$ cat config.mk
export PLATFORM = sky130hd
export DESIGN_NAME = intra_last_run_level_vlc_encoder
export DESIGN_NICKNAME = d
export VERILOG_FILES = /design/src/rtl/ilrl_pkg.sv /design/src/rtl/intra_last_run_level_vlc_encoder.sv /design/src/rtl/ilrl_match.sv /design/src/rtl/ilrl_select.sv /design/src/rtl/ilrl_pack.sv
export SDC_FILE = /design/constraint.sdc
export NUM_CORES = 1
export LEC_CHECK = 0
export BUFFER_PORTS_ARGS = -buffer_cell sky130_fd_sc_hd__buf_2
export CAP_MARGIN = 25
export CORE_MARGIN = 1
export CORE_UTILIZATION = 60
export DETAILED_ROUTE_END_ITERATION = 16
export PLACE_DENSITY = 0.78
export SKIP_CTS_REPAIR_TIMING = 1
export SLEW_MARGIN = 20
export SYNTH_ARGS = -nofsm -noshare
export SYNTH_HDL_FRONTEND = slang
export SYNTH_SLANG_ARGS = --single-unit
$ cat constraint.sdc
create_clock -name i_clk -period 7.5 [get_ports i_clk]
set_input_delay 1.875 -clock i_clk [delete_from_list [all_inputs] [get_ports i_clk]]
set_output_delay 1.875 -clock i_clk [all_outputs]
set_load 0.01 [all_outputs]
$ cat src/rtl/ilrl_pkg.sv
// ----------------------------------------------------------------------------
// ilrl_pkg
// Types, table and constants of the advanced intra last-run-level VLC encoder.
// ----------------------------------------------------------------------------
package ilrl_pkg;

    localparam int TableSize  = 102;
    localparam int LastSplit  = 58;
    localparam int IdxW       = $clog2(TableSize);
    localparam logic [6:0] EscMarker = 7'b0000011;
    localparam logic [4:0] EscLength = 5'd22;

    typedef struct packed {
        logic              last_flag;
        logic [5:0]        zero_run;
        logic signed [7:0] coef_level;
    } t_in_beat;

    typedef struct packed {
        logic [21:0] codeword;
        logic [4:0]  code_length;
    } t_out_beat;

    // Per-stage handshake control: valid from upstream, load of this stage.
    typedef struct packed {
        logic valid;
        logic load;
    } t_stage_ctl;

    typedef struct packed {
        logic       last;
        logic [5:0] run;
        logic [7:0] level;
        logic [7:0] mag;
    } t_s1;

    typedef struct packed {
        logic                  last;
        logic [5:0]            run;
        logic [7:0]            level;
        logic [TableSize-1:0]  match;
    } t_s2;

    typedef struct packed {
        logic            last;
        logic [5:0]      run;
        logic [7:0]      level;
        logic            hit;
        logic [IdxW-1:0] idx;
    } t_s3;

    typedef struct packed {
        logic [4:0] run;
        logic [4:0] mag;
        logic [3:0] len;
        logic [6:0] code;
    } t_vlc_entry;

    // run, |level|, length without sign bit, code
    localparam t_vlc_entry VlcRom [TableSize] = '{
        '{5'd0, 5'd1, 4'd2, 7'h02},  '{5'd1, 5'd1, 4'd4, 7'h0F},
        '{5'd3, 5'd1, 4'd6, 7'h15},  '{5'd5, 5'd1, 4'd7, 7'h17},
        '{5'd7, 5'd1, 4'd8, 7'h1F},  '{5'd8, 5'd1, 4'd9, 7'h25},
        '{5'd9, 5'd1, 4'd9, 7'h24},  '{5'd10, 5'd1, 4'd10, 7'h21},
        '{5'd11, 5'd1, 4'd10, 7'h20}, '{5'd4, 5'd3, 4'd11, 7'h07},
        '{5'd9, 5'd2, 4'd11, 7'h06}, '{5'd13, 5'd1, 4'd11, 7'h20},
        '{5'd0, 5'd2, 4'd3, 7'h06},  '{5'd1, 5'd2, 4'd6, 7'h14},
        '{5'd1, 5'd4, 4'd8, 7'h1E},  '{5'd1, 5'd5, 4'd10, 7'h0F},
        '{5'd1, 5'd6, 4'd11, 7'h21}, '{5'd1, 5'd7, 4'd12, 7'h50},
        '{5'd0, 5'd3, 4'd4, 7'h0E},  '{5'd3, 5'd2, 4'd8, 7'h1D},
        '{5'd2, 5'd3, 4'd10, 7'h0E}, '{5'd3, 5'd4, 4'd12, 7'h51},
        '{5'd0, 5'd5, 4'd5, 7'h0D},  '{5'd4, 5'd2, 4'd9, 7'h23},
        '{5'd3, 5'd3, 4'd10, 7'h0D}, '{5'd0, 5'd4, 4'd5, 7'h0C},
        '{5'd5, 5'd2, 4'd9, 7'h22},  '{5'd5, 5'd3, 4'd12, 7'h52},
        '{5'd2, 5'd1, 4'd5, 7'h0B},  '{5'd6, 5'd2, 4'd10, 7'h0C},
        '{5'd0, 5'd25, 4'd12, 7'h53}, '{5'd4, 5'd1, 4'd6, 7'h13},
        '{5'd7, 5'd2, 4'd10, 7'h0B}, '{5'd0, 5'd24, 4'd12, 7'h54},
        '{5'd0, 5'd8, 4'd6, 7'h12},  '{5'd8, 5'd2, 4'd10, 7'h0A},
        '{5'd0, 5'd7, 4'd6, 7'h11},  '{5'd2, 5'd4, 4'd10, 7'h09},
        '{5'd0, 5'd6, 4'd6, 7'h10},  '{5'd12, 5'd1, 4'd10, 7'h08},
        '{5'd0, 5'd9, 4'd7, 7'h16},  '{5'd0, 5'd23, 4'd12, 7'h55},
        '{5'd2, 5'd2, 4'd7, 7'h15},  '{5'd1, 5'd3, 4'd7, 7'h14},
        '{5'd6, 5'd1, 4'd8, 7'h1C},  '{5'd0, 5'd10, 4'd8, 7'h1B},
        '{5'd0, 5'd12, 4'd9, 7'h21}, '{5'd0, 5'd11, 4'd9, 7'h20},
        '{5'd0, 5'd18, 4'd9, 7'h1F}, '{5'd0, 5'd17, 4'd9, 7'h1E},
        '{5'd0, 5'd16, 4'd9, 7'h1D}, '{5'd0, 5'd15, 4'd9, 7'h1C},
        '{5'd0, 5'd14, 4'd9, 7'h1B}, '{5'd0, 5'd13, 4'd9, 7'h1A},
        '{5'd0, 5'd20, 4'd11, 7'h22}, '{5'd0, 5'd19, 4'd11, 7'h23},
        '{5'd0, 5'd22, 4'd12, 7'h56}, '{5'd0, 5'd21, 4'd12, 7'h57},
        // last = 1
        '{5'd0, 5'd1, 4'd4, 7'h07},  '{5'd14, 5'd1, 4'd9, 7'h19},
        '{5'd20, 5'd1, 4'd11, 7'h05}, '{5'd1, 5'd1, 4'd6, 7'h0F},
        '{5'd19, 5'd1, 4'd11, 7'h04}, '{5'd2, 5'd1, 4'd6, 7'h0E},
        '{5'd3, 5'd1, 4'd6, 7'h0D},  '{5'd0, 5'd2, 4'd6, 7'h0C},
        '{5'd5, 5'd1, 4'd7, 7'h13},  '{5'd6, 5'd1, 4'd7, 7'h12},
        '{5'd4, 5'd1, 4'd7, 7'h11},  '{5'd0, 5'd3, 4'd7, 7'h10},
        '{5'd9, 5'd1, 4'd8, 7'h1A},  '{5'd10, 5'd1, 4'd8, 7'h19},
        '{5'd11, 5'd1, 4'd8, 7'h18}, '{5'd12, 5'd1, 4'd8, 7'h17},
        '{5'd13, 5'd1, 4'd8, 7'h16}, '{5'd8, 5'd1, 4'd8, 7'h15},
        '{5'd7, 5'd1, 4'd8, 7'h14},  '{5'd0, 5'd4, 4'd8, 7'h13},
        '{5'd17, 5'd1, 4'd9, 7'h18}, '{5'd18, 5'd1, 4'd9, 7'h17},
        '{5'd16, 5'd1, 4'd9, 7'h16}, '{5'd15, 5'd1, 4'd9, 7'h15},
        '{5'd2, 5'd2, 4'd9, 7'h14},  '{5'd1, 5'd2, 4'd9, 7'h13},
        '{5'd0, 5'd6, 4'd9, 7'h12},  '{5'd0, 5'd5, 4'd9, 7'h11},
        '{5'd4, 5'd2, 4'd10, 7'h07}, '{5'd3, 5'd2, 4'd10, 7'h06},
        '{5'd1, 5'd2, 4'd10, 7'h05}, '{5'd0, 5'd7, 4'd10, 7'h04},
        '{5'd2, 5'd3, 4'd11, 7'h24}, '{5'd1, 5'd4, 4'd11, 7'h25},
        '{5'd0, 5'd9, 4'd11, 7'h26}, '{5'd0, 5'd8, 4'd11, 7'h27},
        '{5'd21, 5'd1, 4'd12, 7'h58}, '{5'd22, 5'd1, 4'd12, 7'h59},
        '{5'd23, 5'd1, 4'd12, 7'h5A}, '{5'd7, 5'd2, 4'd12, 7'h5B},
        '{5'd6, 5'd2, 4'd12, 7'h5C}, '{5'd5, 5'd2, 4'd12, 7'h5D},
        '{5'd3, 5'd3, 4'd12, 7'h5E}, '{5'd0, 5'd10, 4'd12, 7'h5F}
    };

endpackage

$ cat src/rtl/intra_last_run_level_vlc_encoder.sv
// ----------------------------------------------------------------------------
// intra_last_run_level_vlc_encoder
// Advanced intra last-run-level VLC encoder, four register stages.
// ----------------------------------------------------------------------------
// Usage:
//   Input channel  (i_in_valid / o_in_ready / i_in_beat): one coefficient
//   event per beat - last flag, zero run and signed level.
//   Output channel (o_out_valid / i_out_ready / o_out_beat): one codeword
//   beat per input beat, right-aligned, with its length; length 22 is the
//   escape word.
//   Pipeline: input register, compare, priority select, output register.
//   Throughput: one beat per cycle unless the output stalls; every stage
//   is a plain register, the widest step being the 102-way compare
//   against the constant table.
//   Stall: while i_out_ready is low the output holds, and bubbles ahead of
//   it close up, so the input keeps taking beats until all four stages are
//   full. Nothing is dropped or repeated.
//   Reset: synchronous, active low; clears every stage valid bit. The
//   payload registers are not reset.
// ----------------------------------------------------------------------------
module intra_last_run_level_vlc_encoder (
    input  logic                i_clk,
    input  logic                i_rst_n,
    input  logic                i_in_valid,
    output logic                o_in_ready,
    input  ilrl_pkg::t_in_beat  i_in_beat,
    output logic                o_out_valid,
    input  logic                i_out_ready,
    output ilrl_pkg::t_out_beat o_out_beat
);
    import ilrl_pkg::*;

    // stage 1: input register with the level magnitude
    logic r_v1;
    t_s1  r_s1;
    t_s1  n_s1;

    logic v2;
    logic v3;
    t_s2  s2;
    t_s3  s3;

    // load of each stage: empty, or its content moves on this cycle
    logic       load1;
    t_stage_ctl ctl2;
    t_stage_ctl ctl3;
    t_stage_ctl ctl4;

    assign ctl4.load  = !o_out_valid || i_out_ready;
    assign ctl4.valid = v3;
    assign ctl3.load  = !v3 || ctl4.load;
    assign ctl3.valid = v2;
    assign ctl2.load  = !v2 || ctl3.load;
    assign ctl2.valid = r_v1;
    assign load1      = !r_v1 || ctl2.load;

    assign o_in_ready = load1;

    // magnitude of the level; -128 gives 128 and so never matches
    always_comb begin
        n_s1.last  = i_in_beat.last_flag;
        n_s1.run   = i_in_beat.zero_run;
        n_s1.level = i_in_beat.coef_level;
        n_s1.mag   = i_in_beat.coef_level[7] ? (~i_in_beat.coef_level + 8'd1)
                                             : i_in_beat.coef_level;
    end

    always_ff @(posedge i_clk) begin
        if (!i_rst_n) begin
            r_v1 <= 1'b0;
        end else if (load1) begin
            r_v1 <= i_in_valid;
        end
    end

    // hold payload on stall, advance otherwise
    always_ff @(posedge i_clk) begin
        if (load1) begin
            r_s1 <= n_s1;
        end
    end

    ilrl_match u_match (
        .i_clk   (i_clk),
        .i_rst_n (i_rst_n),
        .i_ctl   (ctl2),
        .i_s1    (r_s1),
        .o_valid (v2),
        .o_s2    (s2)
    );

    ilrl_select u_select (
        .i_clk   (i_clk),
        .i_rst_n (i_rst_n),
        .i_ctl   (ctl3),
        .i_s2    (s2),
        .o_valid (v3),
        .o_s3    (s3)
    );

    ilrl_pack u_pack (
        .i_clk   (i_clk),
        .i_rst_n (i_rst_n),
        .i_ctl   (ctl4),
        .i_s3    (s3),
        .o_valid (o_out_valid),
        .o_beat  (o_out_beat)
    );

endmodule

$ cat src/rtl/ilrl_match.sv
// ----------------------------------------------------------------------------
// ilrl_match
// Compare stage: one match bit for every table entry.
// ----------------------------------------------------------------------------
module ilrl_match (
    input  logic                i_clk,
    input  logic                i_rst_n,
    input  ilrl_pkg::t_stage_ctl i_ctl,
    input  ilrl_pkg::t_s1       i_s1,
    output logic                o_valid,
    output ilrl_pkg::t_s2       o_s2
);
    import ilrl_pkg::*;

    logic r_valid;
    t_s2  r_s2;
    t_s2  n_s2;

    always_comb begin
        n_s2.last  = i_s1.last;
        n_s2.run   = i_s1.run;
        n_s2.level = i_s1.level;
        for (int i = 0; i < TableSize; i++) begin
            n_s2.match[i] = (i_s1.last == 1'(i >= LastSplit))
                          && (i_s1.run == {1'b0, VlcRom[i].run})
                          && (i_s1.mag == {3'b000, VlcRom[i].mag});
        end
    end

    always_ff @(posedge i_clk) begin
        if (!i_rst_n) begin
            r_valid <= 1'b0;
        end else if (i_ctl.load) begin
            r_valid <= i_ctl.valid;
        end
    end

    always_ff @(posedge i_clk) begin
        if (i_ctl.load) begin
            r_s2 <= n_s2;
        end
    end

    assign o_valid = r_valid;
    assign o_s2    = r_s2;

endmodule

$ cat src/rtl/ilrl_select.sv
// ----------------------------------------------------------------------------
// ilrl_select
// Priority stage: lowest matching entry wins.
// ----------------------------------------------------------------------------
module ilrl_select (
    input  logic                i_clk,
    input  logic                i_rst_n,
    input  ilrl_pkg::t_stage_ctl i_ctl,
    input  ilrl_pkg::t_s2       i_s2,
    output logic                o_valid,
    output ilrl_pkg::t_s3       o_s3
);
    import ilrl_pkg::*;

    logic r_valid;
    t_s3  r_s3;
    t_s3  n_s3;

    always_comb begin
        n_s3.last  = i_s2.last;
        n_s3.run   = i_s2.run;
        n_s3.level = i_s2.level;
        n_s3.hit   = |i_s2.match;
        n_s3.idx   = '0;
        // scan downwards so the lowest set bit is left standing
        for (int i = TableSize - 1; i >= 0; i--) begin
            if (i_s2.match[i]) begin
                n_s3.idx = IdxW'(i);
            end
        end
    end

    always_ff @(posedge i_clk) begin
        if (!i_rst_n) begin
            r_valid <= 1'b0;
        end else if (i_ctl.load) begin
            r_valid <= i_ctl.valid;
        end
    end

    always_ff @(posedge i_clk) begin
        if (i_ctl.load) begin
            r_s3 <= n_s3;
        end
    end

    assign o_valid = r_valid;
    assign o_s3    = r_s3;

endmodule

$ cat src/rtl/ilrl_pack.sv
// ----------------------------------------------------------------------------
// ilrl_pack
// Output stage: table read and codeword assembly, escape on a miss.
// ----------------------------------------------------------------------------
module ilrl_pack (
    input  logic                i_clk,
    input  logic                i_rst_n,
    input  ilrl_pkg::t_stage_ctl i_ctl,
    input  ilrl_pkg::t_s3       i_s3,
    output logic                o_valid,
    output ilrl_pkg::t_out_beat o_beat
);
    import ilrl_pkg::*;

    logic       r_valid;
    t_out_beat  r_beat;
    t_out_beat  n_beat;
    t_vlc_entry entry;

    always_comb begin
        entry = VlcRom[i_s3.idx];
        if (i_s3.hit) begin
            n_beat.codeword    = 22'({entry.code, i_s3.level[7]});
            n_beat.code_length = 5'(entry.len) + 5'd1;
        end else begin
            n_beat.codeword    = {EscMarker, i_s3.last, i_s3.run, i_s3.level};
            n_beat.code_length = EscLength;
        end
    end

    always_ff @(posedge i_clk) begin
        if (!i_rst_n) begin
            r_valid <= 1'b0;
        end else if (i_ctl.load) begin
            r_valid <= i_ctl.valid;
        end
    end

    always_ff @(posedge i_clk) begin
        if (i_ctl.load) begin
            r_beat <= n_beat;
        end
    end

    assign o_valid = r_valid;
    assign o_beat  = r_beat;

endmodule

# Word level (Yosys, flattened, before mapping)
# Memories as Yosys holds them, arrays and structs flattened.
# Index checks and enable logic that the tools add are counted.
# totals
n_memories,1
out_inout_bits,29
ff_bits,194
ram_bits,0
word_cells,342
latchBits,0
rom_bits,2688
in_bits,19
# op_classes
shifts,0
n_eq_ne,48
n_bitwise,3
reduce_logical,155
n_addsub,2
n_div,0
multipliers,0
n_lt_le_gt_ge,1
n_mux,105
# memory_table
memory,words,word_bits,read_ports,rd_ports_with_merged_regs,wr,line,text
(name not given),128,21,1,0,0,ilrl_pack.sv:21,entry = VlcRom[i_s3.idx];
# ops
cell,n
$mux 7,39
$mux 6,32
$logic_and 1x1->1,139
$reduce_or 102->1,1
$eq 8x5->1 const B,10
$mux 5,16
$eq 8x4->1 const B,8
$reduce_or 64->1,1
$eq 6x4->1 const B,8
$eq 6x5->1 const B,8
$eq 8x3->1 const B,4
$mux 4,8
$reduce_or 32->1,1
$eq 6x3->1 const B,4
$mux 11,2
$mux 22,1
$eq 8x2->1 const B,2
$reduce_or 16->1,1
$eq 6x2->1 const B,2
$mux 3,4
$add 8x1->8 const B,1
$eq 8x1->1 const B,1
$ge 8x8->1 const B,1
$not 7->8,1
12 further kinds,19

# Logic depth before layout (Yosys ltp)
# Gate-level depths: netlist of run 1.
# depth
ltp_word,101
ltp_mapped,11
ltp_nobuf,9

# Cells and area by module
# A second synthesis of run 1 with hierarchy kept.
# hier_totals
hier_cells,913
hier_area_um2,10393.7
# modules_own_cells
module,area_per_inst_um2,seq_area_each_um2,cells_per_inst,n_inst
ilrl_match,4959.8,3503.4,304,1
ilrl_pack,2529.9,650.6,301,1
ilrl_select,2031.9,710.7,257,1
intra_last_run_level_vlc_encoder,872.1,680.7,51,1

# Worst setup path after synthesis of run 1
# Ideal clock, no wire load.
# synth_path
path_type,input port to flip-flop
start,input i_out_ready
end,"register u_match.r_s2 (netlist bit u_match.o_s2[0]), enable pin"
setup_slack_ps,2618
t_arrival_ps,4412
required_time_ps,7031
cell_stages,3
path_buffers,0
cell_sequence,nor2b_1 > and3_1 > inv_1
# synth_lines
element,line,text
from (decl),intra_last_run_level_vlc_encoder.sv:28,"input logic i_out_ready,"
to (signal assigned),ilrl_match.sv:40,r_s2 <= n_s2;
to (decl),ilrl_match.sv:16,t_s2 r_s2;

# Worst setup path after layout of run 1
# layout_path
start,input i_out_ready
end,output o_in_ready
# layout_via
elab_chain_cells,4
# layout_lines
element,line,text
$logic_or 1x1->1,intra_last_run_level_vlc_encoder.sv:49,assign ctl4.load = !o_out_valid || i_out_ready;
$logic_or 1x1->1,intra_last_run_level_vlc_encoder.sv:51,assign ctl3.load = !v3 || ctl4.load;
$logic_or 1x1->1,intra_last_run_level_vlc_encoder.sv:53,assign ctl2.load = !v2 || ctl3.load;
$logic_or 1x1->1,intra_last_run_level_vlc_encoder.sv:55,assign load1 = !r_v1 || ctl2.load;
to (decl),intra_last_run_level_vlc_encoder.sv:25,"output logic o_in_ready,"
# Every way passes these cells.

==> results of run 1 <==
[worst max path at each step]
stage / cells after the start / start / endpoint / slack [ns]
global placement: 6 / i_out_ready / o_in_ready / 2.65
floorplan: 3 / i_out_ready / u_match.o_s2[0]$_DFFE_PP_ / 2.62
detailed placement: 6 / i_out_ready / o_in_ready / 2.64
CTS: 6 / i_out_ready / o_in_ready / 2.64
global route: 6 / i_out_ready / o_in_ready / 2.49
finish: 6 / i_out_ready / o_in_ready / 2.64
[layout make-up]
cell class,count,area [um^2],area share (%)
Clock buffer,17,425,4.02
Sequential cell,186,5550,52.5
Tap cell,211,264,2.50
Clock inverter,15,175,1.66
Timing Repair Buffer,48,263,2.49
Inverter,37,141,1.34
Multi-Input combinational cell,634,3760,35.5
[routing by layer]
| metal | vias up | routed length [um] | GRT usage, % |
|---|---|---|---|
| li1 | 3397 | - | - |
| met1 | 3458 | 9630 | 40.5 |
| met2 | 361 | 10100 | 42.5 |
| met3 | 47 | 1660 | 5.07 |
| met4 | 0 | 625 | 11.9 |
| met5 | - | 0 | 0 |
[Yosys cell counts, types with 10 or more instances]
cell,number,share of area (%)
sky130_fd_sc_hd__a21oi_1,43,2.2
sky130_fd_sc_hd__nand2_1,66,2.6
sky130_fd_sc_hd__nand3_1,21,1.1
sky130_fd_sc_hd__clkbuf_1,15,0.58
sky130_fd_sc_hd__nor3_1,37,1.9
sky130_fd_sc_hd__nor2b_1,21,1.4
sky130_fd_sc_hd__nand2b_1,20,1.3
sky130_fd_sc_hd__o31ai_1,10,0.78
sky130_fd_sc_hd__o21ai_0,45,2.3
sky130_fd_sc_hd__nor4_1,27,1.8
sky130_fd_sc_hd__ha_1,18,2.3
sky130_fd_sc_hd__inv_1,34,1.3
sky130_fd_sc_hd__edfxtp_1,182,57
sky130_fd_sc_hd__buf_2,13,0.67
sky130_fd_sc_hd__nor2_1,159,6.2
[sequential cells by signal, indices dropped and copies added, names as in the netlist]
name,count
r_s1,22
u_match.o_valid,1
r_v1,1
u_select.o_s3,23
u_pack.o_valid,1
u_match.o_s2,116
u_select.o_valid,1
u_pack.o_beat,21
[cells by family (layout without fill, tap and decap cells)]
group / Yosys count / after routing / synth area share (%)
other: 1 / 5 / 0.0389
buffers and inverters: 78 / 117 / 3.67
DFF: 186 / 186 / 57.5
adders and majority gates: 18 / 18 / 2.34
muxes: 20 / 20 / 3.05
xor gates and xnor gates: 10 / 10 / 0.909
AOI/OAI and AO/OA: 181 / 181 / 12.4
and+or+nand+nor: 400 / 400 / 20.1
[through the flow]
stage / cells / cell area, um^2 / hold slack (ns) / util, % / total power, mW
6_report: 1148 / 10600 / 0.420 / 68.5 / 2.17
3_5_place_dp: 1115 / 9950 / 0.405 / 64.5 / 1.29
5_1_grt: 1148 / 10600 / 0.426 / 68.5 / 2.23
4_1_cts: 1147 / 10600 / 0.419 / 68.4 / 2.18
2_1_floorplan: 898 / 9660 / 0.400 / - / 1.26
3_3_place_gp: 1115 / 9950 / 0.402 / 64.5 / 1.29
[power by group through the flow]
stage          combinational [mW]  clock, mW  sequential, mW
6_report                   0.0896      0.905            1.18
5_1_grt                    0.0980      0.950            1.18
4_1_cts                    0.0884      0.912            1.18
3_5_place_dp               0.0877          0            1.20
3_3_place_gp               0.0867          0            1.20
2_1_floorplan              0.0636          0            1.19
==> flow_results.org, run 1 <==
** Drt
- Wire length reported by the detailed router :: ~22000 um
- Summing over every cut layer, the via total after detailed routing is ~7300.
- For this run, design rule violations remaining after detail routing come to 0.
- For this block, the initial DRC count from the detailed router was approximately 900.
- Routed via count divided by cell count :: ~6.3
- Wire length per cell after detailed routing :: 19.2 um
- Antenna violation net count after detailed routing :: 0
- Before antenna repair, the detailed router went through 5 iterations.

** Layout
- Ratio of cells with drive above 1 in the final layout :: 11.6%
- Commonest cells after routing, fill and taps aside :: sky130_fd_sc_hd__edfxtp_1 (182), sky130_fd_sc_hd__nor2_1 (159), sky130_fd_sc_hd__nand2_1 (66)
- From synthesis to final layout, the design area changed by 9.64%.
- FILL cells :: about 1100
- Final antenna diode count :: 0
- Most common cell after layout, fill and taps aside :: sky130_fd_sc_hd__edfxtp_1
- At the end of the flow, the number of nets in the layout was approximately 960.

** Timing
- Summed over all failing endpoints, the final setup total negative slack is 0 ns.
- The worst path in the final design needs a cycle of 4.86 ns, including I/O delays and setup.
- The number of endpoints with negative hold slack in the final report is 0.
- Measured against its own limit, the worst slew margin works out to ~42%.
- The clock arrives with between 0.02 and 0.025 ns of skew.
- Setup-violating endpoint count in the final report :: 0
- Once routing completed, OpenROAD measured the worst setup slack at 2.64 ns.
- Post-route fraction of the period consumed by the critical path :: around two thirds
- Based on the critical path, the design can be clocked at up to between 200 and 250 MHz.
- The max-slew violation count came to 0.
- Least-Margin Pin Slew :: ~0.87 ns
- RSZ-0062 raised after global routing :: no

** Place
- Prior to clock tree synthesis, the placed netlist has a worst setup slack of ~2.6 ns.
- In this run the tool buffered the top-level ports with 42 buffer cells.
- Summed over all nets, the half-perimeter wirelength after detailed placement is roughly 15000 um.
- Routability cong. :: roughly 0.96

** GRT
- Initial antenna violation count :: 0
- Entering global routing, the biggest net connects 74 pins.
- Total GRT Usage :: 28.1%
- The first global-routing pass estimated approximately 34000 um of wire.
- After global routing the overflow that remains totals 0.
- The via count of the first global-routing pass came to between 6000 and 7000.

** Critical path
- Counting both buffers and inverters, the worst setup path holds a total of 3.
- Delay of the slowest cell on the worst path :: 0.31 ns
- Setup slack on the worst reg-to-reg path comes out at about 4.1 ns.
- Worst reg2reg startpoint :: u_select.o_s3[0]$_SDFFCE_PP0P_
- Critical path's slowest cell :: sky130_fd_sc_hd__and3_1
- Peak fanout along the critical path :: 23
- Crit path cell chain :: buf_2, nor2b_1, and3_1, nand2_1, buf_4, buf_2
- Startpoint Class :: primary input
- Most Frequent Cell on Critical Path :: sky130_fd_sc_hd__buf_2
- Crit Reg-Reg Endpoint :: u_pack.o_beat[2]$_SDFFCE_PN1P_
- Crit. End Element :: output port
- Data required time at the worst endpoint :: 5.62 ns
- Number of cells traversed by the worst register-to-register path :: 8
- CP arrival :: 2.99 ns
- The critical path is of the primary input to output port type.
- Cell family contributing the most delay on the critical path :: simple AND/OR/NAND/NOR gates

** Status
- The run finished with clean final reports.

** Yosys
- For this run, the number of Yosys warnings is 0.
- Synth Flop Type :: sky130_fd_sc_hd__edfxtp_1
- Synthesized netlist cell count :: 894
- The synthesized netlist occupies a cell area of about 0.0096 mm^2.
- Sequential cells were found to cover a little under three fifths of the synthesized design area.
- Synth Area per Inst :: approximately 11 um^2
- For this run, asynchronously set or reset flops after synthesis account for 0%.
- Library cells used by synthesis :: 74
- In this run, synthesis inferred 182 flip-flops with an integrated enable.
- In this run, synthesis produced a sequential element count of 186.

** Die
- The die covers 0.0166 mm^2.
- Die extent in x :: roughly 130 um
- Floorplan Core Area :: approximately 0.015 mm^2
- The die is about 130 um tall.
- I/O pins :: 48
- The initial utilization of the core area, before any placement, comes to 62.5%.
- Number of placement rows :: 45

** Clock tree
- Clock tree from TritonCTS :: done
- Clock Latency Late Sink :: around 0.44 ns
- In this run, CTS created clock tree buffers numbering 17.
- Library cell used as clock root buffer :: sky130_fd_sc_hd__clkbuf_16
- The clock net in this run drives a total of approximately 190 sinks.
- Clock-pin slew was measured on the worst setup and hold paths at 0.07 ns.
- The longest clock path from root to sink contains 2 buffers.
- Number of H-tree branching levels :: 4

** Min path
- Hold crit path type :: flop to flop
- The worst hold path terminates at u_match.o_s2[105]$_DFFE_PP_.
- Hold path start :: r_s1[11]$_DFFE_PP_
- Along the worst hold path, the cell count comes to 0.

** Power and ir drop
- The share of total power dissipated in the clock network is about two fifths.
- Of the total power, combinational logic draws between 4 and 5%.
- Worst IR Drop VDD :: around 0.23 mV
- Leakage :: between 3 and 4 nW
- Power spread over the standard cell area amounts to between 200 and 250 mW/mm^2.
- Summed over all nets, the switching power comes to 0.476 mW.
- The internal portion of the total power is roughly 1.7 mW.
- Share of power burned in registers :: a little over half
- Switching fraction of total power :: between 20 and 25%

** Job
- Max-cap violations in this run came to 0.
(Power assumes the default switching activity.)
==> run 2, diff against run 1 <==
CORE_UTILIZATION = 56   (was 60)
PLACE_DENSITY = 0.77   (was 0.78)
clock period = 4.4 ns   (was 7.5 ns; I/O delays follow)
==> flow_results.org, run 2 (synthesis results as in run 1) <==
** Status
- Status :: finished, final reports clean (unchanged)

** GRT
- The via count of the first global-routing pass came to 6783 (was 6497).
- The aggregate global-route resource usage was 26.4% (was 28.1%).
- Global-route wire length before repair :: 35600 um (was 34400 um)
- The number of antenna violations at the first check in global routing came to 0 (unchanged).
- Global-route congestion overflow total :: 0 (unchanged)
- Largest net degree at the start of global routing :: 66 (was 74)

** Clock tree
- The root buffer cell is sky130_fd_sc_hd__clkbuf_16 (unchanged).
- The total CTS buffers came to 17 (unchanged).
- The total number of H-tree levels came to 4 (unchanged).
- The clock slew seen by the registers of the worst setup and hold paths was 0.07 ns (about the same).
- Clock Latency Late Sink :: 0.43 ns (was 0.44 ns)
- The TritonCTS sink count was 186 (unchanged).
- The CTS tree is done (unchanged).
- The buffer levels on the longest clock path came to 2 (unchanged).

** Critical path
- CP arrival :: 2.28 ns (was 2.99 ns)
- The cell depth of the worst flop-to-flop path came to 8 (unchanged).
- Crit Path Category :: primary input to output port (unchanged)
- Start point of the critical path :: i_out_ready (unchanged)
- Data required time at the worst endpoint :: 3.30 ns (was 5.62 ns)
- The kind of end point of the critical path was an output port (unchanged).
- The reg2reg setup slack was 1.14 ns (was 4.07 ns).
- The maximum fanout count along the critical path was 23 (unchanged).
- The beginning of the worst register-to-register path is u_select.o_s3[1]$_SDFFCE_PP0P_ (was u_select.o_s3[0]$_SDFFCE_PP0P_).
- Crit Reg-Reg Endpoint :: u_pack.o_beat[9]$_DFFE_PP_ (was u_pack.o_beat[2]$_SDFFCE_PN1P_)
- The startpoint kind of the worst setup timing path is a primary input (unchanged).

** Timing
- Number of pins with negative max-slew slack in the final report :: 0 (unchanged)
- RSZ-0062 raised after global routing: no (unchanged).
- The actual slew at the worst max-slew pin came to 0.933 ns (was 0.867 ns).
- The number of endpoints with negative hold slack in the final report was 0 (unchanged).
- Highest Clock Rate :: 296 MHz
- Clock tree skew after final layout :: 0.0106 ns (was 0.0229 ns)
- The final critical path takes up between 70% and 80% of the cycle.
- TNS Setup :: 0 ns (unchanged)
- Subtracting the final worst setup slack from the clock period gives roughly 3.4 ns.
- The number of endpoints failing setup at the final stage was 0 (unchanged).
- The worst-case headroom to the max-slew limit is 37.7% (was 42.2%).

** Layout
- The signed area change from the synthesized netlist to the final layout came to 10.8% (was 9.64%).
- Number of nets in the layout :: 962 (was 961)
- Most common cell after layout, fill and taps aside :: sky130_fd_sc_hd__edfxtp_1 (unchanged)
- Ratio of cells with drive above 1 in the final layout :: 11.5% (was 11.6%)
- Commonest cells after routing, fill and taps aside: sky130_fd_sc_hd__edfxtp_1 (182), sky130_fd_sc_hd__nor2_1 (159), sky130_fd_sc_hd__nand2_1 (66) (unchanged).
- Largest register FFs :: 116 (unchanged)
- Final antenna diode count :: 0 (unchanged)

** Drt
- The via-per-instance ratio was 6.32 (was 6.33).
- The routed wire length came to 23100 um (was 22100 um).
- The average wire length per cell after detail routing came to 20.0 um (was 19.2 um).
- The number of DRC violations after detailed-routing iteration 0 was 793 (was 903).
- Via total after detailed routing :: 7313 (was 7263)
- The number of DRC violations after detailed routing is 0 (unchanged).
- Antenna violation net count after detailed routing :: 0 (unchanged)
- Drt pass-1 iters :: 5 (unchanged)

** Place
- Count of port buffers added during placement :: 42 (unchanged)
- Routability cong. :: 0.987 (was 0.962)
- Half-perimeter wire length of the detailed placement result :: 16100 um (was 15500 um)

** Die
- The chip height was 133 um (was 129 um).
- Number of placement rows :: 47 (was 45)
- Die ar. :: 0.0177 mm^2 (was 0.0166 mm^2)
- Effective utilization at floorplan :: 57.7% (was 62.5%)
- Floorplan Core Area :: 0.0167 mm^2 (was 0.0154 mm^2)
- I/O pins :: 48 (unchanged)
- Die extent in x :: 133 um (was 129 um)

** Min path
- Hold path start :: u_match.o_s2[103]$_DFFE_PP_ (was r_s1[11]$_DFFE_PP_)
- Number of cells on the worst hold path :: 0 (unchanged)
- The worst hold path endpoint is u_select.o_s3[9]$_DFFE_PP_ (was u_match.o_s2[105]$_DFFE_PP_).
- The kind of path behind the tightest hold check is flop to flop (unchanged).

** Power and ir drop
- Worst IR Drop VDD :: 0.309 mV (was 0.233 mV)
- Leakage :: 4.02 nW (was 3.98 nW)
- Total Power Consumption :: 3.88 mW (was 2.17 mW)
- Power density over cell area :: 363 mW/mm^2 (was 206 mW/mm^2)

** Job
- # Max-Cap Violations :: 0 (unchanged)
## run 2: cell types whose count changed in the layout (fill, tap and decap cells not counted), sizes merged
cell / previous run / this run
buf: 48 / 49
bufinv: 2 / 6
clkbuf: 17 / 18
clkinv: 5 / 6
inv: 44 / 38
## run 2: power by group
part	internal, mW	switching (mW)
Clock	1.07	0.644
Combinational	0.0631	0.0920
Sequential	1.97	0.0364
Total	3.10	0.772
## run 2: final cells by class
type | count | area [um^2]
clock buffers | 18 | 429
clock inverters | 14 | 239
fillers | 1300 | 6020
inverters | 37 | 141
multi-input cells | 634 | 3760
flip-flops and latches | 186 | 5550
well taps | 220 | 275
repair buffers | 49 | 295
## run 2: per-stage QoR
stage,utilization (%),hold slack (ns),cell area [um^2],setup WS (ns),std cells
finish,64.0,0.419,10700,1.02,1158
global route,64.0,0.426,10700,0.910,1158
CTS,63.8,0.420,10700,1.03,1157
detailed placement,59.8,0.405,9990,1.04,1125
global placement,59.8,0.401,9990,1.08,1125
floorplan,-,0.400,9660,0.293,898
## run 2: worst max-delay path, stage by stage
cell	delay, ns
sky130_fd_sc_hd__buf_2	0.09
sky130_fd_sc_hd__nor2b_1	0.26
sky130_fd_sc_hd__and3_1	0.32
sky130_fd_sc_hd__nand2_1	0.08
sky130_fd_sc_hd__buf_4	0.23
sky130_fd_sc_hd__buf_2	0.18
## run 2: worst max-delay path by stage
stage	slack, ns	to	cells past startpoint
global placement	1.08	o_in_ready	6
floorplan	0.29	u_match.o_s2[0]$_DFFE_PP_	3
global route	0.91	o_in_ready	6
CTS	1.03	o_in_ready	6
detailed placement	1.04	o_in_ready	6
finish	1.02	o_in_ready	6
## run 2: layer usage
layer	up-vias	share of wire [%]	track usage, %
li1	3399	-	-
met1	3437	41	34.1
met2	415	48	43.0
met3	62	8.1	5.86
met4	0	2.9	11.3
met5	-	0	0
==> run 3, diff against run 2 <==
CORE_UTILIZATION = 60   (was 56)
PLACE_DENSITY = 0.78   (was 0.77)
clock period = 3.3 ns   (was 4.4 ns; I/O delays follow)
==> flow_results.org, run 3 (synthesis results as in run 1) <==
** Die
- The initial core utilization was 62.5% (was 57.7%).
- The number of I/O pins came to 48 (unchanged).
- Number of placement rows :: 45 (was 47)
- The die outline area is 0.0166 mm^2 (was 0.0177 mm^2).
- The chip height was 129 um (was 133 um).
- The area of the placeable core was 0.0154 mm^2 (was 0.0167 mm^2).
- Die extent in x :: 129 um (was 133 um)

** GRT
- Global-route congestion overflow total :: 0 (unchanged)
- Global-route wire length before repair :: 36900 um (was 35600 um)
- Largest net degree at the start of global routing :: 72 (was 66)
- The number of antenna violations at the first check in global routing was 0 (unchanged).
- The via count of the first global-routing pass was 6922 (was 6783).
- Total GRT Usage :: 29.9% (was 26.4%)

** Timing
- RSZ-0062 raised after global routing: no (unchanged).
- Setup-violating endpoint count in the final report :: 0 (unchanged)
- For this run, the top clock speed supported by timing is roughly 340 MHz.
- The worst-case headroom to the max-slew limit came to 43.5% (was 37.7%).
- Clock tree skew after final layout :: 0.0113 ns (was 0.0106 ns)
- Final critical delay including setup and external delays :: 2.92 ns
- The max-slew violation count is 0 (unchanged).
- The final-layout worst hold slack came to 0.420 ns (was 0.419 ns).
- The actual slew at the worst max-slew pin came to 0.848 ns (was 0.933 ns).
- The number of endpoints with negative hold slack in the final report came to 0 (unchanged).
- Post-route fraction of the period consumed by the critical path :: around 90%
- TNS Setup :: 0 ns (unchanged)

** Layout
- Area taken by multi-input logic gates :: 0.00377 mm^2 (was 0.00376 mm^2)
- FILL cells :: 1146 (was 1300)
- Most common cell after layout, fill and taps aside :: sky130_fd_sc_hd__edfxtp_1 (unchanged)
- The number of nets in the finished design is 973 (was 962).
- The register area was 0.00555 mm^2 (unchanged).
- Commonest cells after routing, fill and taps aside :: sky130_fd_sc_hd__edfxtp_1 (182), sky130_fd_sc_hd__nor2_1 (159), sky130_fd_sc_hd__nand2_1 (66) (unchanged)
- Area growth from synthesis to layout :: 10.8% (about the same)
- Final antenna diode count :: 0 (unchanged)
- The number of flip-flops under the largest register name is 116 (unchanged).
- The layout cell share with drive strength beyond 1 was 12.8% (was 11.5%).

** Critical path
- The worst path required time was 3.44 ns (was 3.30 ns).
- Delay of the slowest cell on the worst path :: 0.54 ns (was 0.32 ns)
- Peak fanout along the critical path :: 15 (was 23)
- The reg2reg setup slack was 0.38 ns (was 1.14 ns).
- The cell family with the largest share of critical-path delay is adder cells (was simple AND/OR/NAND/NOR gates).
- Crit path cell chain :: inv_1, ha_1, mux4_2, o311ai_1, o22ai_1, ha_1, xnor2_1, nand2_1 (was buf_2, nor2b_1, and3_1, nand2_1, buf_4, buf_2)
- The worst-path cell with the longest stage delay was sky130_fd_sc_hd__mux4_2 (was sky130_fd_sc_hd__and3_1).
- CP arrival :: 3.06 ns (was 2.28 ns)
- Most Frequent Cell on Critical Path :: sky130_fd_sc_hd__ha_1 (was sky130_fd_sc_hd__buf_2)
- The total buffers and inverters traversed by the critical path was 1 (was 3).
- Crit. End Element :: flop (was output port)
- The startpoint kind of the worst setup timing path is a flop (was primary input).
- The critical path start-end classification is flop to flop (was primary input to output port).

** Status
- Status: finished, final reports clean (unchanged).

** Drt
- Wire length per cell after detailed routing :: 20.3 um (was 20.0 um)
- The vias after detailed routing came to 7508 (was 7313).
- The number of DRC violations after detailed routing is 0 (unchanged).
- Routed via count divided by cell count :: 6.47 (was 6.32)
- Antenna violation net count after detailed routing :: 0 (unchanged)
- The length of the first detailed-routing pass in iterations is 6 (was 5).
- The number of DRC violations after detailed-routing iteration 0 came to 924 (was 793).
- Wire length reported by the detailed router :: 23600 um (was 23100 um)

** Clock tree
- The clock slew seen by the registers of the worst setup and hold paths was 0.06 ns (was 0.07 ns).
- The root buffer cell is sky130_fd_sc_hd__clkbuf_16 (unchanged).
- Longest Clk Path Bufs :: 2 (unchanged)
- Clock Latency Late Sink :: 0.44 ns (was 0.43 ns)
- TritonCTS sink count :: 186 (unchanged)
- The CTS tree is done (unchanged).
- CTS Buf Count :: 17 (unchanged)
- The total number of H-tree levels came to 4 (unchanged).

** Power and ir drop
- Power density over cell area :: 464 mW/mm^2 (was 363 mW/mm^2)
- The share of total power in the clock network came to 41.6% (was 44.2%).
- The worst ir drop on vdd is 0.430 mV (was 0.309 mV).
- Internal Dissipation :: 3.92 mW (was 3.10 mW)
- Switching fraction of total power :: 20.9% (was 19.9%)
- The part of the total power dissipated in combinational logic came to 4.4% (was 4.0%).
- NetSw :: 1.04 mW (was 0.772 mW)
- Share of power burned in registers :: 54.0% (was 51.8%)
- The static leakage power was 4.03 nW (was 4.02 nW).

** Min path
- Hold crit path type :: flop to flop (unchanged)

** Place
- Count of port buffers added during placement :: 42 (unchanged)
- The placer congestion estimate is 0.958 (was 0.987).
- Half-perimeter wire length of the detailed placement result :: 16500 um (was 16100 um)

** Job
- # Max-Cap Violations :: 0 (unchanged)
-- run 3: cell types whose count changed in the layout (fill, tap and decap cells not counted), sizes merged --
cell      before  now
inv           38   37
buf           49   60
bufinv         6    3
clkbuf        18   20
clkinvlp       1    3
-- run 3: final cells by class --
type                       instances  area share [%]
inverter                          37            1.33
sequential                       186            51.9
clock inverter                    12            1.52
clock buffer                      20            4.09
tap                              211            2.47
multi-input combinational        634            35.3
timing repair buffer              60            3.42
-- run 3: worst reg2reg max path, delay by kind of cell, from the launching register on --
kind | cells | cell delay, ns
XOR/XNOR | 1 | 0.16
AND/OR/NAND/NOR | 1 | 0.08
buffers and inverters | 1 | 0.27
flip-flops | 1 | 0.38
multiplexers | 1 | 0.55
adder cells (fa/ha/maj) | 2 | 0.75
AO/OA/AOI/OAI | 2 | 0.45
-- run 3: layer usage --
layer  up-vias  track usage (%)  share of wire [%]
met5         -                0                  0
met4         0             13.5                3.1
met3        70             5.74                9.6
met2       458             46.0                 46
li1       3415                -                  -
met1      3565             41.6                 41
-- run 3: through the flow --
step	instance area, um^2	total power, mW	cells	setup slack (ns)	utilization, %
global placement	10100	2.93	1127	0.479	65.3
floorplan	9670	2.86	898	0.0377	-
CTS	10700	4.96	1159	0.397	69.2
finish	10700	4.95	1160	0.378	69.3
detailed placement	10100	2.94	1127	0.403	65.3
global route	10700	5.05	1160	0.248	69.3
-- run 3: final timing paths --
check / startpoint / to / cells after the start
max: u_select.o_s3[1]$_SDFFCE_PP0P_ / u_pack.o_beat[2]$_SDFFCE_PN1P_ / 8
min: r_s1[15]$_DFFE_PP_ / u_match.o_s2[109]$_DFFE_PP_ / 0
max reg2reg: u_select.o_s3[1]$_SDFFCE_PP0P_ / u_pack.o_beat[2]$_SDFFCE_PN1P_ / 8
min reg2reg: r_s1[15]$_DFFE_PP_ / u_match.o_s2[109]$_DFFE_PP_ / 0
-- run 3: power groups by stage --
stage          sequential [mW]  combinational [mW]  clock [mW]
4_1_cts                   2.67               0.212        2.08
5_1_grt                   2.68               0.236        2.14
6_report                  2.68               0.216        2.06
2_1_floorplan             2.71               0.145           0
3_5_place_dp              2.72               0.211           0
3_3_place_gp              2.72               0.207           0
